**src/rtl/bsep_pkg.sv**
```systemverilog
// shared types and constants of the bounded stack with even purge
package bsep_pkg;

    // fixed field widths
    localparam int OP_W        = 2;
    localparam int WORD_W      = 32;
    localparam int STATUS_W    = 2;
    localparam int FILL_W      = 5;
    localparam int IN_TDATA_W  = 40;
    localparam int OUT_TDATA_W = 40;

    // operation codes of an input item
    typedef enum logic [OP_W-1:0] {
        OP_PUSH  = 2'd0,
        OP_POP   = 2'd1,
        OP_PEEK  = 2'd2,
        OP_PURGE = 2'd3
    } t_op;

    // status codes of a result item
    typedef enum logic [STATUS_W-1:0] {
        ST_OK    = 2'd0,
        ST_FULL  = 2'd1,
        ST_EMPTY = 2'd2,
        ST_NONE  = 2'd3
    } t_status;

    // controller states
    typedef enum logic [1:0] {
        S_IDLE,
        S_PEEK,
        S_COUNT,
        S_SCAN
    } t_state;

    // store read select
    typedef enum logic [1:0] {
        RD_NONE,
        RD_TOP,
        RD_FIRST,
        RD_NEXT
    } t_rd_sel;

    // output register load select
    typedef enum logic [2:0] {
        OUT_HOLD,
        OUT_IMM,
        OUT_PEEK,
        OUT_NONE_FOUND,
        OUT_EVEN
    } t_out_sel;

    // commands from controller to datapath
    typedef struct packed {
        logic     do_op;
        t_rd_sel  rd_sel;
        logic     cnt_clr;
        logic     cnt_en;
        logic     wr_odd;
        logic     ev_inc;
        logic     commit_fill;
        t_out_sel out_sel;
    } t_cmd;

    // status from datapath to controller
    typedef struct packed {
        t_op  op;
        logic fill_zero;
        logic at_end;
        logic rd_odd;
        logic no_evens;
        logic out_free;
    } t_stat;

endpackage

```
**src/rtl/bsep_ctrl.sv**
```systemverilog
// controller state machine of the bounded stack with even purge
module bsep_ctrl (
    input  logic           i_clk,
    input  logic           i_rst_n,
    input  logic           i_in_valid,
    output logic           o_in_ready,
    input  bsep_pkg::t_stat i_stat,
    output bsep_pkg::t_cmd  o_cmd
);

    bsep_pkg::t_state r_state;
    bsep_pkg::t_state n_state;
    logic             w_accept;

    // input item taken only when idle and the output register can take a result
    assign o_in_ready = (r_state == bsep_pkg::S_IDLE) && i_stat.out_free;
    assign w_accept   = o_in_ready && i_in_valid;

    // state register
    always_ff @(posedge i_clk) begin
        if (!i_rst_n) begin
            r_state <= bsep_pkg::S_IDLE;
        end else begin
            r_state <= n_state;
        end
    end

    // next state
    always_comb begin
        n_state = r_state;
        unique case (r_state)
            bsep_pkg::S_IDLE: begin
                if (w_accept) begin
                    unique case (i_stat.op)
                        bsep_pkg::OP_PEEK: begin
                            if (!i_stat.fill_zero) n_state = bsep_pkg::S_PEEK;
                        end
                        bsep_pkg::OP_PURGE: begin
                            if (!i_stat.fill_zero) n_state = bsep_pkg::S_COUNT;
                        end
                        default: n_state = bsep_pkg::S_IDLE;
                    endcase
                end
            end
            bsep_pkg::S_PEEK: n_state = bsep_pkg::S_IDLE;
            bsep_pkg::S_COUNT: begin
                if (i_stat.at_end) begin
                    n_state = i_stat.no_evens ? bsep_pkg::S_IDLE : bsep_pkg::S_SCAN;
                end
            end
            bsep_pkg::S_SCAN: begin
                if ((i_stat.rd_odd || i_stat.out_free) && i_stat.at_end) begin
                    n_state = bsep_pkg::S_IDLE;
                end
            end
            default: n_state = bsep_pkg::S_IDLE;
        endcase
    end

    // command outputs
    always_comb begin
        o_cmd = '0;
        o_cmd.rd_sel  = bsep_pkg::RD_NONE;
        o_cmd.out_sel = bsep_pkg::OUT_HOLD;
        unique case (r_state)
            bsep_pkg::S_IDLE: begin
                if (w_accept) begin
                    unique case (i_stat.op)
                        bsep_pkg::OP_PUSH, bsep_pkg::OP_POP: begin
                            o_cmd.do_op   = 1'b1;
                            o_cmd.out_sel = bsep_pkg::OUT_IMM;
                        end
                        bsep_pkg::OP_PEEK: begin
                            if (i_stat.fill_zero) begin
                                o_cmd.out_sel = bsep_pkg::OUT_IMM;
                            end else begin
                                o_cmd.rd_sel = bsep_pkg::RD_TOP;
                            end
                        end
                        default: begin
                            if (i_stat.fill_zero) begin
                                o_cmd.out_sel = bsep_pkg::OUT_NONE_FOUND;
                            end else begin
                                o_cmd.rd_sel  = bsep_pkg::RD_FIRST;
                                o_cmd.cnt_clr = 1'b1;
                            end
                        end
                    endcase
                end
            end
            bsep_pkg::S_PEEK: o_cmd.out_sel = bsep_pkg::OUT_PEEK;
            bsep_pkg::S_COUNT: begin
                o_cmd.cnt_en = 1'b1;
                if (!i_stat.at_end) begin
                    o_cmd.rd_sel = bsep_pkg::RD_NEXT;
                end else if (i_stat.no_evens) begin
                    o_cmd.out_sel = bsep_pkg::OUT_NONE_FOUND;
                end else begin
                    o_cmd.rd_sel = bsep_pkg::RD_FIRST;
                end
            end
            bsep_pkg::S_SCAN: begin
                if (i_stat.rd_odd || i_stat.out_free) begin
                    if (i_stat.rd_odd) begin
                        o_cmd.wr_odd = 1'b1;
                    end else begin
                        o_cmd.ev_inc  = 1'b1;
                        o_cmd.out_sel = bsep_pkg::OUT_EVEN;
                    end
                    if (i_stat.at_end) begin
                        o_cmd.commit_fill = 1'b1;
                    end else begin
                        o_cmd.rd_sel = bsep_pkg::RD_NEXT;
                    end
                end
            end
            default: o_cmd.out_sel = bsep_pkg::OUT_HOLD;
        endcase
    end

endmodule

```
**src/rtl/bsep_dpath.sv**
```systemverilog
// datapath of the bounded stack: word store, counters and output register
module bsep_dpath #(
    parameter int DEPTH = 16
) (
    input  logic                                i_clk,
    input  logic                                i_rst_n,
    input  bsep_pkg::t_cmd                      i_cmd,
    output bsep_pkg::t_stat                     o_stat,
    input  logic [bsep_pkg::IN_TDATA_W-1:0]     i_in_tdata,
    input  logic                                i_out_ready,
    output logic                                o_out_valid,
    output logic [bsep_pkg::OUT_TDATA_W-1:0]    o_out_tdata,
    output logic                                o_out_tlast
);

    localparam int AW = (DEPTH > 1) ? $clog2(DEPTH) : 1;
    localparam int CW = $clog2(DEPTH + 1);

    logic [bsep_pkg::WORD_W-1:0] r_mem [DEPTH];
    logic [bsep_pkg::WORD_W-1:0] r_rdata;

    logic [CW-1:0] r_fill;
    logic [CW-1:0] n_fill;
    logic [AW-1:0] r_idx;
    logic [AW-1:0] r_wr;
    logic [CW-1:0] r_odd_tot;
    logic [CW-1:0] r_ev_tot;
    logic [CW-1:0] r_ev_done;

    logic                          r_out_valid;
    bsep_pkg::t_status             r_out_status;
    logic signed [bsep_pkg::WORD_W-1:0] r_out_word;
    logic [bsep_pkg::FILL_W-1:0]   r_out_fill;
    logic                          r_out_last;

    bsep_pkg::t_op                 w_op;
    logic signed [bsep_pkg::WORD_W-1:0] w_value;
    logic [CW-1:0]                 w_top;
    logic                          w_full;
    logic                          w_zero;
    logic                          w_out_free;
    bsep_pkg::t_status             w_imm_status;
    logic [AW-1:0]                 w_rd_addr;
    logic                          w_rd_en;

    // input item fields
    assign w_op    = bsep_pkg::t_op'(i_in_tdata[bsep_pkg::OP_W-1:0]);
    assign w_value = i_in_tdata[bsep_pkg::OP_W +: bsep_pkg::WORD_W];

    assign w_top      = r_fill - CW'(1);
    assign w_full     = (r_fill == CW'(DEPTH));
    assign w_zero     = (r_fill == '0);
    assign w_out_free = !r_out_valid || i_out_ready;

    // status to controller
    always_comb begin
        o_stat.op        = w_op;
        o_stat.fill_zero = w_zero;
        o_stat.at_end    = (CW'(r_idx) == w_top);
        o_stat.rd_odd    = r_rdata[0];
        o_stat.no_evens  = (r_ev_tot == '0) && r_rdata[0];
        o_stat.out_free  = w_out_free;
    end

    // fill count after a push, a pop or the commit of a purge compaction
    always_comb begin
        n_fill = r_fill;
        if (i_cmd.do_op && (w_op == bsep_pkg::OP_PUSH) && !w_full) begin
            n_fill = r_fill + CW'(1);
        end else if (i_cmd.do_op && (w_op == bsep_pkg::OP_POP) && !w_zero) begin
            n_fill = w_top;
        end else if (i_cmd.commit_fill) begin
            n_fill = r_odd_tot;
        end
    end

    always_ff @(posedge i_clk) begin
        if (!i_rst_n) begin
            r_fill <= '0;
        end else begin
            r_fill <= n_fill;
        end
    end

    // store write: push at top, compaction of odd words at the write index
    always_ff @(posedge i_clk) begin
        if (i_cmd.do_op && (w_op == bsep_pkg::OP_PUSH) && !w_full) begin
            r_mem[r_fill[AW-1:0]] <= w_value;
        end else if (i_cmd.wr_odd) begin
            r_mem[r_wr] <= r_rdata;
        end
    end

    // store read address
    always_comb begin
        w_rd_en   = 1'b1;
        w_rd_addr = '0;
        unique case (i_cmd.rd_sel)
            bsep_pkg::RD_TOP:   w_rd_addr = w_top[AW-1:0];
            bsep_pkg::RD_FIRST: w_rd_addr = '0;
            bsep_pkg::RD_NEXT:  w_rd_addr = r_idx + AW'(1);
            default:            w_rd_en   = 1'b0;
        endcase
    end

    // registered read, held while no new read is issued
    always_ff @(posedge i_clk) begin
        if (w_rd_en) begin
            r_rdata <= r_mem[w_rd_addr];
            r_idx   <= w_rd_addr;
        end
    end

    // purge counters
    always_ff @(posedge i_clk) begin
        if (i_cmd.cnt_clr) begin
            r_odd_tot <= '0;
            r_ev_tot  <= '0;
            r_ev_done <= '0;
            r_wr      <= '0;
        end else begin
            if (i_cmd.cnt_en) begin
                if (r_rdata[0]) begin
                    r_odd_tot <= r_odd_tot + CW'(1);
                end else begin
                    r_ev_tot <= r_ev_tot + CW'(1);
                end
            end
            if (i_cmd.wr_odd) r_wr <= r_wr + AW'(1);
            if (i_cmd.ev_inc) r_ev_done <= r_ev_done + CW'(1);
        end
    end

    // status of a single-result operation
    always_comb begin
        unique case (w_op)
            bsep_pkg::OP_PUSH: w_imm_status = w_full ? bsep_pkg::ST_FULL : bsep_pkg::ST_OK;
            bsep_pkg::OP_POP:  w_imm_status = w_zero ? bsep_pkg::ST_EMPTY : bsep_pkg::ST_OK;
            default:           w_imm_status = bsep_pkg::ST_EMPTY;
        endcase
    end

    // output register valid
    always_ff @(posedge i_clk) begin
        if (!i_rst_n) begin
            r_out_valid <= 1'b0;
        end else if (i_cmd.out_sel != bsep_pkg::OUT_HOLD) begin
            r_out_valid <= 1'b1;
        end else if (i_out_ready) begin
            r_out_valid <= 1'b0;
        end
    end

    // output register payload
    always_ff @(posedge i_clk) begin
        unique case (i_cmd.out_sel)
            bsep_pkg::OUT_IMM: begin
                r_out_status <= w_imm_status;
                r_out_word   <= '0;
                r_out_fill   <= bsep_pkg::FILL_W'(n_fill);
                r_out_last   <= 1'b1;
            end
            bsep_pkg::OUT_PEEK: begin
                r_out_status <= bsep_pkg::ST_OK;
                r_out_word   <= r_rdata;
                r_out_fill   <= bsep_pkg::FILL_W'(r_fill);
                r_out_last   <= 1'b1;
            end
            bsep_pkg::OUT_NONE_FOUND: begin
                r_out_status <= bsep_pkg::ST_NONE;
                r_out_word   <= '0;
                r_out_fill   <= bsep_pkg::FILL_W'(r_fill);
                r_out_last   <= 1'b1;
            end
            bsep_pkg::OUT_EVEN: begin
                r_out_status <= bsep_pkg::ST_OK;
                r_out_word   <= r_rdata;
                r_out_fill   <= bsep_pkg::FILL_W'(r_odd_tot);
                r_out_last   <= ((r_ev_done + CW'(1)) == r_ev_tot);
            end
            default: begin
                r_out_status <= r_out_status;
            end
        endcase
    end

    assign o_out_valid = r_out_valid;
    assign o_out_tlast = r_out_last;
    assign o_out_tdata = {
        {(bsep_pkg::OUT_TDATA_W - bsep_pkg::STATUS_W - bsep_pkg::WORD_W
          - bsep_pkg::FILL_W){1'b0}},
        r_out_fill,
        r_out_word,
        r_out_status
    };

    // fill count never exceeds the depth
    a_fill_bound: assert property (@(posedge i_clk) disable iff (!i_rst_n)
        r_fill <= CW'(DEPTH))
        else $error("fill count above depth");

    // a pending result is never overwritten
    a_no_overwrite: assert property (@(posedge i_clk) disable iff (!i_rst_n)
        (i_cmd.out_sel != bsep_pkg::OUT_HOLD) |-> w_out_free)
        else $error("result register overwritten");

    // compaction never writes ahead of the scan
    a_wr_behind: assert property (@(posedge i_clk) disable iff (!i_rst_n)
        i_cmd.wr_odd |-> (r_wr <= r_idx))
        else $error("compaction write passed scan index");

    // never more even words emitted than counted
    a_even_count: assert property (@(posedge i_clk) disable iff (!i_rst_n)
        (i_cmd.out_sel == bsep_pkg::OUT_EVEN) |-> (r_ev_done < r_ev_tot))
        else $error("even word emitted beyond count");

endmodule

```
**src/rtl/bounded_stack_with_even_purge_top.sv**
```systemverilog
// top level of the bounded stack with even purge
//
//  channel   dir  tdata fields (low bit up)               tlast
//  s_axis    in   op[1:0] value[33:2]                     -
//  m_axis    out  status[1:0] word[33:2] fill_level[38:34] last of the item's results
//
// push and pop load their result on acceptance; peek makes one store read of the top word and then loads it.
// purge on an empty stack loads its result on acceptance; otherwise acceptance
// is followed by a counting pass over the stored words, and when evens are present by a
// compaction pass over them that stalls on each even word while the output is busy.
// reset clears the fill count, the controller and the output valid; store
// contents stay as they are and are never read before being written.
// a stalled result holds in the output register; purge waits on each even word.
module bounded_stack_with_even_purge_top #(
    parameter int DEPTH = 16
) (
    input  logic                             i_clk,
    input  logic                             i_rst_n,
    input  logic                             s_axis_tvalid,
    output logic                             s_axis_tready,
    input  logic [bsep_pkg::IN_TDATA_W-1:0]  s_axis_tdata,   // op, value
    output logic                             m_axis_tvalid,
    input  logic                             m_axis_tready,
    output logic [bsep_pkg::OUT_TDATA_W-1:0] m_axis_tdata,   // status, word, fill_level
    output logic                             m_axis_tlast
);

    bsep_pkg::t_cmd  w_cmd;
    bsep_pkg::t_stat w_stat;

    // controller
    bsep_ctrl u_ctrl (
        .i_clk      (i_clk),
        .i_rst_n    (i_rst_n),
        .i_in_valid (s_axis_tvalid),
        .o_in_ready (s_axis_tready),
        .i_stat     (w_stat),
        .o_cmd      (w_cmd)
    );

    // datapath
    bsep_dpath #(
        .DEPTH (DEPTH)
    ) u_dpath (
        .i_clk       (i_clk),
        .i_rst_n     (i_rst_n),
        .i_cmd       (w_cmd),
        .o_stat      (w_stat),
        .i_in_tdata  (s_axis_tdata),
        .i_out_ready (m_axis_tready),
        .o_out_valid (m_axis_tvalid),
        .o_out_tdata (m_axis_tdata),
        .o_out_tlast (m_axis_tlast)
    );

endmodule
```
**config.mk**
```make
export PLATFORM = sky130hd
export DESIGN_NAME = bounded_stack_with_even_purge_top
export DESIGN_NICKNAME = d
export VERILOG_FILES = /design/src/rtl/bsep_pkg.sv /design/src/rtl/bsep_ctrl.sv /design/src/rtl/bsep_dpath.sv /design/src/rtl/bounded_stack_with_even_purge_top.sv
export SDC_FILE = /design/constraint.sdc
export NUM_CORES = 1
export LEC_CHECK = 0
export ABC_AREA = 1
export BUFFER_PORTS_ARGS = -buffer_cell sky130_fd_sc_hd__buf_2
export CORE_AREA = 2 2 230 232
export CTS_BUF_LIST = sky130_fd_sc_hd__clkbuf_16
export CTS_CLUSTER_DIAMETER = 120
export CTS_CLUSTER_SIZE = 20
export DETAILED_ROUTE_END_ITERATION = 12
export DIE_AREA = 0 0 232 234
export GPL_ROUTABILITY_DRIVEN = 0
export PLACE_DENSITY = 0.69
export SLEW_MARGIN = 40
export SYNTH_ARGS = -nofsm -noshare
export SYNTH_HDL_FRONTEND = slang
export SYNTH_HIERARCHICAL = 1
export SYNTH_SLANG_ARGS = --single-unit
```
**constraint.sdc**
```tcl
create_clock -name i_clk -period 5.8 [get_ports i_clk]
set_input_delay 1.16 -clock i_clk [delete_from_list [all_inputs] [get_ports i_clk]]
set_output_delay 1.16 -clock i_clk [all_outputs]
set_load 0.05 [all_outputs]
```
After elaboration in Yosys (flattened, before gate mapping)
Memory sizes are Yosys's and may differ from the RTL's. A register that Yosys moved wholly into a read port is not among the register bits.
Cells that the tools add are included.
{ "classes": {"add_sub_neg": 7, "n_mul": 0, "div": 0, "n_lt_le_gt_ge": 0, "eq_ne": 21, "shifts": 0, "muxes": 57, "bitwise": 1, "n_reduce_logical": 34} }
{ "op_table": {"columns": ["op", "count"], "rows": [
  ["$pmux 32 s2", 1],
  ["$mux 32", 1],
  ["$reduce_or 32->1", 1],
  ["$mux 2", 13],
  ["$add 5x1->5 const B", 4],
  ["$mux 1", 20],
  ["$mux 3", 5],
  ["$mux 5", 3],
  ["$pmux 5 s3", 1],
  ["$eq 2x2->1 const B", 6],
  ["$pmux 2 s2", 3],
  ["$pmux 2 s3", 2],
  ["$pmux 3 s4", 1],
  ["$logic_not 5->1", 2],
  ["$reduce_bool 3->1", 3],
  ["$reduce_or 3->1", 3],
  ["$add 4x1->4 const B", 2],
  ["$logic_and 1x1->1", 8],
  ["$mux 4", 2],
  ["$pmux 2 s4", 1],
  ["$pmux 4 s2", 1],
  ["$reduce_or 2->1", 4],
  ["$eq 2x1->1 const B", 3],
  ["$eq 3x2->1 const B", 2],
  ["other kinds (18)", 28]
]} }
{ "totals": {"regBits": 71, "latchBits": 0, "ram_bits": 512, "mem_bits_ro": 0, "input_bits": 44, "output_inout_bits": 43, "word_cells": 133, "mem_count": 1} }
{ "mem_list": {"columns": ["name", "words", "width", "rd", "rd_ports_with_merged_regs", "wr", "line", "source"], "rows": [
  ["u_dpath.r_mem", 16, 32, 1, 1, 1, "bsep_dpath.sv:19", "logic [bsep_pkg::WORD_W-1:0] r_mem [DEPTH];"]
]} }

Depth between registers and ports, before layout
Gate-level depths: netlist (run 1).
{ "depth": {"ltp_word": 12, "ltp_mapped": 21, "ltp_nobuf": 19} }

Cells and area by module
The synthesis (run 1) kept the hierarchy.
{ "by_module_without_submodules": {"columns": ["module", "instances", "cells_per_inst", "area_each_um2", "seq_area_each_um2"], "rows": [
  ["bsep_dpath", 1, 2579, 26807.0, 18157.4],
  ["bsep_ctrl", 1, 55, 287.8, 40.0]
]} }

Worst setup path after synthesis (run 1)
Ideal clock, no wire load.
{ "synth_timing": {"kind": "input port to flip-flop", "startpoint": "input port m_axis_tready", "endpoint": "register u_dpath/r_out_word[0] (netlist name), enable pin", "setup_ns": 0.466, "arrival_ns": 4.470, "required_ns": 5.334, "setup_slack_ns": 0.864, "stages": 11, "n_path_buf": 1, "cell_sequence": "inv_1 > nand2_1 > buf_4 > inv_1 > nor2_4 > nand2_2 > inv_2 > nand2_1 > nand3_1 > inv_1 > o21ai_0"} }
{ "synth_rtl": {"columns": ["item", "line", "source"], "rows": [
  ["from (decl)", "bounded_stack_with_even_purge_top.sv:23", "input logic m_axis_tready,"],
  ["to (signal assigned)", "bsep_dpath.sv:165", "r_out_word <= r_rdata;"],
  ["to (signal assigned)", "bsep_dpath.sv:177", "r_out_word <= r_rdata;"],
  ["to (decl)", "bsep_dpath.sv:32", "logic signed [bsep_pkg::WORD_W-1:0] r_out_word;"]
]} }

==> results of run 1 <==
==> flip-flops by register name, summed over array words and instances, names as in the netlist, 2 cells and up <==
name and flops:
u_ctrl/r_state 2, u_dpath/r_ev_done 5, u_dpath/r_ev_tot 5, u_dpath/r_fill 5, u_dpath/r_idx 4, u_dpath/r_mem 512
u_dpath/r_odd_tot 5, u_dpath/r_out_fill 5, u_dpath/r_out_status 2, u_dpath/r_out_word 32, u_dpath/r_rdata 32, u_dpath/r_wr 4
==> per-layer routing <==
| metal | wire length (um) | up-vias |
|---|---|---|
| met4 | 1425 | 0 |
| met1 | 26130 | 8757 |
| li1 | - | 8825 |
| met5 | 0 | - |
| met2 | 31060 | 755 |
| met3 | 4889 | 101 |
==> critical path: stages (launching register included) <==
cell      delay [ps]
dfxtp_1          490
inv_2            140
ha_1             300
nand3_1          160
inv_1            120
nor2_1           190
nand3_1           90
nor3_1           340
inv_1            140
nand3_1          140
o211ai_1         290
inv_2            200
nand3_4          130
nand2_8          510
buf_4            510
nand2_1          110
nand3_1           90
nand3_1           90
nand3_1          120
nand2_1           60
==> cells by family (layout without fill, tap and decap cells) <==
kind of cell	count (synthesis)	in the layout	synth area share, %
xor+xnor	13	13	0.4479
other cells	1	1	0.01384
fa+ha+maj	8	8	0.3694
compound gates	91	91	1.750
flops	615	615	67.16
buf+inv	510	548	7.827
simple gates	1396	1396	22.43
==> power by group through the flow <==
stage / registers, mW / logic (mW) / clock network, mW
floorplan: 6.33 / 3.82 / 0
global placement: 5.86 / 5.68 / 0
detailed placement: 5.87 / 5.86 / 0
CTS: 5.78 / 5.87 / 2.55
global route: 5.82 / 6.51 / 2.70
finish: 5.78 / 5.87 / 2.51
==> cells in the mapped netlist, drive strengths merged, types with 3 or more instances <==
library cell / count / area share (%)
o22ai: 3 / 0.069
dfxtp: 27 / 2.0
xnor2: 4 / 0.13
clkbuf: 18 / 0.25
nor3: 8 / 0.15
xor2: 9 / 0.32
o21ai: 63 / 1.2
nand4: 3 / 0.069
a21oi: 19 / 0.35
nor2: 93 / 1.3
buf: 136 / 2.6
edfxtp: 588 / 65
nand2: 672 / 9.3
inv: 356 / 4.9
nand3: 616 / 11
ha: 8 / 0.37
==> cell type report <==
class                           count  area [um2]
Clock buffer                       37       925.9
Sequential cell                   615       18200
Tap cell                          688       860.8
Fill cell                        4275       22520
Inverter                          356        1345
Timing Repair Buffer              146        1149
Clock inverter                      9       47.55
Multi-Input combinational cell   1509        6975
==> stage by stage <==
step                hold WS (ps)  setup WS, ps  power, mW
finish                     462.4          1236      14.16
global route               494.5         926.8      15.03
CTS                        463.7          1302      14.20
detailed placement         448.7          1096      11.74
global placement           442.0         843.8      11.54
floorplan                  422.2         864.0      10.15
==> worst min-delay path by stage <==
stage / slack (ps) / start / to
floorplan: 420 / u_dpath/r_odd_tot[4] / u_dpath/r_odd_tot[4]
global placement: 440 / u_dpath/r_odd_tot[4] / u_dpath/r_odd_tot[4]
detailed placement: 450 / u_dpath/r_odd_tot[4] / u_dpath/r_odd_tot[4]
CTS: 460 / u_dpath/r_odd_tot[4] / u_dpath/r_odd_tot[4]
global route: 490 / u_dpath/r_odd_tot[4] / u_dpath/r_odd_tot[4]
finish: 460 / u_dpath/r_odd_tot[4] / u_dpath/r_odd_tot[4]
==> results.yml, run 1 <==
synthesis:
  ys_seq_area_share_pct: 67.16
  yosys_warnings: 6
  syn_area_per_cell_um2: 10.29
  synth-edff-count: 588
  syn_inst: 2634
  synth_cell_types: 34
  async_flop_share_pct: 0
  syn_area_um2: 27090
  ys.flop_type: "edfxtp_1"
  synth_fp_nets: 2686
  ys_ff_latch: 615
global_routing:
  grt_max_degree: 130
  grt_overflow: 0
  met1_usage_pct: 31.33
  grt_usage_pct: 23.52
  grt_pass1_vias: 17670
  antenna_found_initial: 0
  met2_usage_pct: 40.46
  grt_pass1_wl_um: 97490
  grtUsageMet3_pct: 3.137
  top_usage_layer: "met2"
power:
  power_density_nw_per_um2: 479.9
  p_sw_mw: 5.826
  swShare_pct: 41.15
  internal_power_mw: 8.331
  p_leak_nw: 12.15
  sequentialPowerShare_pct: 40.8
  p_comb_share_pct: 41.5
  p_clk_share_pct: 17.7
  irDropWorstVdd_uv: 713.0
cts:
  clockBufferDepth: 3
  path_clk_slew_ps: 80
  cts.sinks: 615
  cts_tree: "built"
  postCtsSetupRepairBufs: 0
  cts_buffers: 36
  ctsHoldBuffers: 0
  clock-root-buffer: "clkbuf_16"
  cts_resized: 0
  htreeDepth: 2
  clkLatencyLatePin_ps: 580
setup_path:
  r2r_end: "u_dpath/r_rdata[16]"
  r2r_setup_slack_ps: 1240
  r2r-start: "u_dpath/r_fill[0]"
  crit_start: "u_dpath/r_fill[0]"
  cp_max_fo: 99
  cp-start-kind: "flip-flop"
  worstSetupEndpoint: "u_dpath/r_rdata[16]"
  required_ps: 6130
  crit_type: "flip-flop to flip-flop"
  cp-end-kind: "flip-flop"
  reg2reg_depth: 19
  arrival_ps: 4890
placed_design:
  io_buffers: 79
  dp_hpwl_um: 31800
  place_area_um2: 28510
  numPlacedInstances: 3314
timing:
  max_slew_margin_pct: 45.99
  fmax_ghz: 0.2191
  min_period_ps: 4564
  hold_violations: 0
  worstMarginPinSlew_ps: 808.2
  grt_setup_unrepaired: "false"
  clock_skew_ps: 18.16
  finalSetupTns_ps: 0
  slew_violations: 0
  finalSetupViolations: 0
  fin_crit_sh_pct: 78.69
floorplanning:
  dieArea_um2: 54290
  num_rows: 84
  ioPinCount: 87
  die-width_um: 232
  coreArea_um2: 52020
  initial_utilization_pct: 52.08
  die_h_um: 234
finish:
  layout_common_cells: "nand2_1, nand3_1, edfxtp_1, inv_1, buf_2"
  area_delta_synth_final_pct: 8.880
  instances_no_fill: 3360
  diodes: 0
  mostFrequentLayoutCell: "nand2_1"
  final_nets: 2716
  final_layout_size_suffix_gt1_share_pct: 8.608
  final_area_um2: 29500
  utilization_pct: 56.71
route:
  firstDrtPassIters: 6
  vias_per_cell: 5.488
  route.detailed.drc: 0
  num_vias: 18440
  drt_iter0_drc: 2150
  post_drt_wl_per_cell_um: 18.90
  postRouteAntennaNets: 0
  wirelength_um: 63500
min_path:
  hp-class: "flip-flop to flip-flop"
  whs_path_depth: 1
run_status:
  outcome: "complete, no violations"
job:
  maxCapViolations: 0
No activity file was read; power rests on OpenSTA's default activity.
==> inputs of run 2 (changes only) <==
==> constraint.sdc (replaced) <==
create_clock -name i_clk -period 4.2 [get_ports i_clk]
set_input_delay 0.84 -clock i_clk [delete_from_list [all_inputs] [get_ports i_clk]]
set_output_delay 0.84 -clock i_clk [all_outputs]
set_load 0.05 [all_outputs]
==> run 2 against run 1 <==
Against the previous run: design area grew 1.9%; power is 42% higher; register-to-register slack got worse by 930 ps; setup slack got worse by 930 ps; critical path depth decreased by 1; die area unchanged; worst hold slack barely moved; combinational power grew 46%; via count increased by 2.7%; largest power group unchanged; wire length up 3.8%.
==> results.yml, run 2 (synthesis gave the netlist of run 1 again) <==
placed_design:
  place_area_um2: 29060
  dp_hpwl_um: 36050
  io_buffers: 79
  dp_slack_ps: 380.2
power:
  sequentialPowerShare_pct: 39.7
  power_density_nw_per_um2: 667.9
  internal_power_mw: 11.79
  p_leak_nw: 12.43
  swShare_pct: 41.25
  p_comb_share_pct: 42.7
  irDropWorstVdd_uv: 773.7
  power_mw: 20.07
  p_sw_mw: 8.280
  p_clk_share_pct: 17.6
floorplanning:
  die-width_um: 232
  initial_utilization_pct: 52.08
  coreArea_um2: 52020
  ioPinCount: 87
  dieArea_um2: 54290
  num_rows: 84
  die_h_um: 234
timing:
  max_slew_margin_pct: 46.07
  min_period_ps: 3892
  fmax_ghz: 0.2569
  finalSetupViolations: 0
  worstMarginPinSlew_ps: 806.0
  fin_crit_sh_pct: 92.68
  fin_ws_ps: 307.5
  grt_setup_unrepaired: "false"
  fin_hold_ws_ps: 462.6
  slew_violations: 0
  hold_violations: 0
  finalSetupTns_ps: 0
  clock_skew_ps: 12.20
finish:
  layout_common_cells: "nand2_1, nand3_1, edfxtp_1, inv_1, buf_2"
  final_area_um2: 30050
  final_nets: 2761
  mostFrequentLayoutCell: "nand2_1"
  diodes: 0
  final_layout_size_suffix_gt1_share_pct: 10.01
  reg_top3: "u_dpath/r_mem x512, u_dpath/r_out_word x32, u_dpath/r_rdata x32"
  largest_reg_flops: 512
  area_delta_synth_final_pct: 10.91
  regMostFlops: "u_dpath/r_mem"
route:
  vias_per_cell: 5.560
  postRouteAntennaNets: 0
  num_vias: 18930
  route.detailed.drc: 0
  post_drt_wl_per_cell_um: 19.36
  wirelength_um: 65910
  drt_iter0_drc: 2190
  firstDrtPassIters: 5
setup_path:
  arrival_ps: 4330
  cp_max_fo: 32
  cp-start-kind: "flip-flop"
  required_ps: 4640
  cp-end-kind: "flip-flop"
  crit_type: "flip-flop to flip-flop"
min_path:
  hp-class: "flip-flop to flip-flop"
global_routing:
  grt_usage_pct: 24.32
  grt_overflow: 0
  antenna_found_initial: 0
  grt_max_degree: 103
  top_usage_layer: "met2"
  grt_pass1_wl_um: 100400
  met2_usage_pct: 40.25
  grtUsageMet3_pct: 3.271
  grt_pass1_vias: 17710
  met1_usage_pct: 33.47
cts:
  path_clk_slew_ps: 90
  cts_buffers: 36
  clockBufferDepth: 3
  postCtsSetupRepairBufs: 0
  cts_tree: "built"
  cts_resized: 0
  clock-root-buffer: "clkbuf_16"
  htreeDepth: 2
  cts.sinks: 615
  clkLatencyLatePin_ps: 580
  ctsHoldBuffers: 0
job:
  maxCapViolations: 0
run_status:
  outcome: "complete, no violations"
## run 2: changes by cell type in the layout (fill, tap and decap cells not counted), sizes merged
| cell | before | now |
|---|---|---|
| buf | 146 | 191 |
| clkinv | 1 | 2 |
| inv | 363 | 360 |
| clkbuf | 37 | 38 |
## run 2: layer usage
layer  routed length, um  part of all wire, %
met1               27260                   41
met2               31430                   48
met3                5303                  8.0
met4                1918                  2.9
met5                   0                    0
## run 2: worst max-delay path, cell delays in order, from the launching register on
cell,delay [ps]
dfxtp_1,440
inv_1,90
ha_1,210
nand3_1,130
inv_1,120
nor2_1,210
nand3_1,90
nor3_1,340
inv_1,140
nand3_1,140
o211ai_1,290
nand3_1,260
nand2_4,100
inv_4,360
buf_4,380
nand3_1,110
nand3_1,100
nand3_1,90
nand2_1,130
## run 2: path summary, 6_finish.rpt
check                  startpoint                    to  slack [ps]  cells after the start
min          u_dpath/r_odd_tot[4]  u_dpath/r_odd_tot[4]         460                      1
max reg2reg     u_dpath/r_fill[1]    u_dpath/r_rdata[3]         310                     18
max             u_dpath/r_fill[1]    u_dpath/r_rdata[3]         310                     18
min reg2reg  u_dpath/r_odd_tot[4]  u_dpath/r_odd_tot[4]         460                      1
## run 2: final cells by class
class,count,area [um2]
inverters,356,1339
clock buffers,38,950.9
flip-flops and latches,615,18200
well taps,688,860.8
fillers,4209,21970
repair buffers,191,1699
multi-input cells,1509,6962
clock inverters,7,42.54
## run 2: power by group through the flow
stage,Sequential [mW],Combinational (mW),Clock (mW)
CTS,7.97,8.56,3.60
global placement,8.08,8.36,0
floorplan,8.73,5.27,0
detailed placement,8.10,8.52,0
finish,7.97,8.57,3.53
global route,8.03,9.43,3.78
## run 2: through the flow
| step | util, % | instances |
|---|---|---|
| after floorplan | - | 2634 |
| after global placement | 55.84 | 3359 |
| after detailed placement | 55.85 | 3359 |
| after CTS | 57.76 | 3404 |
| after global routing | 57.76 | 3404 |
| final | 57.76 | 3404 |
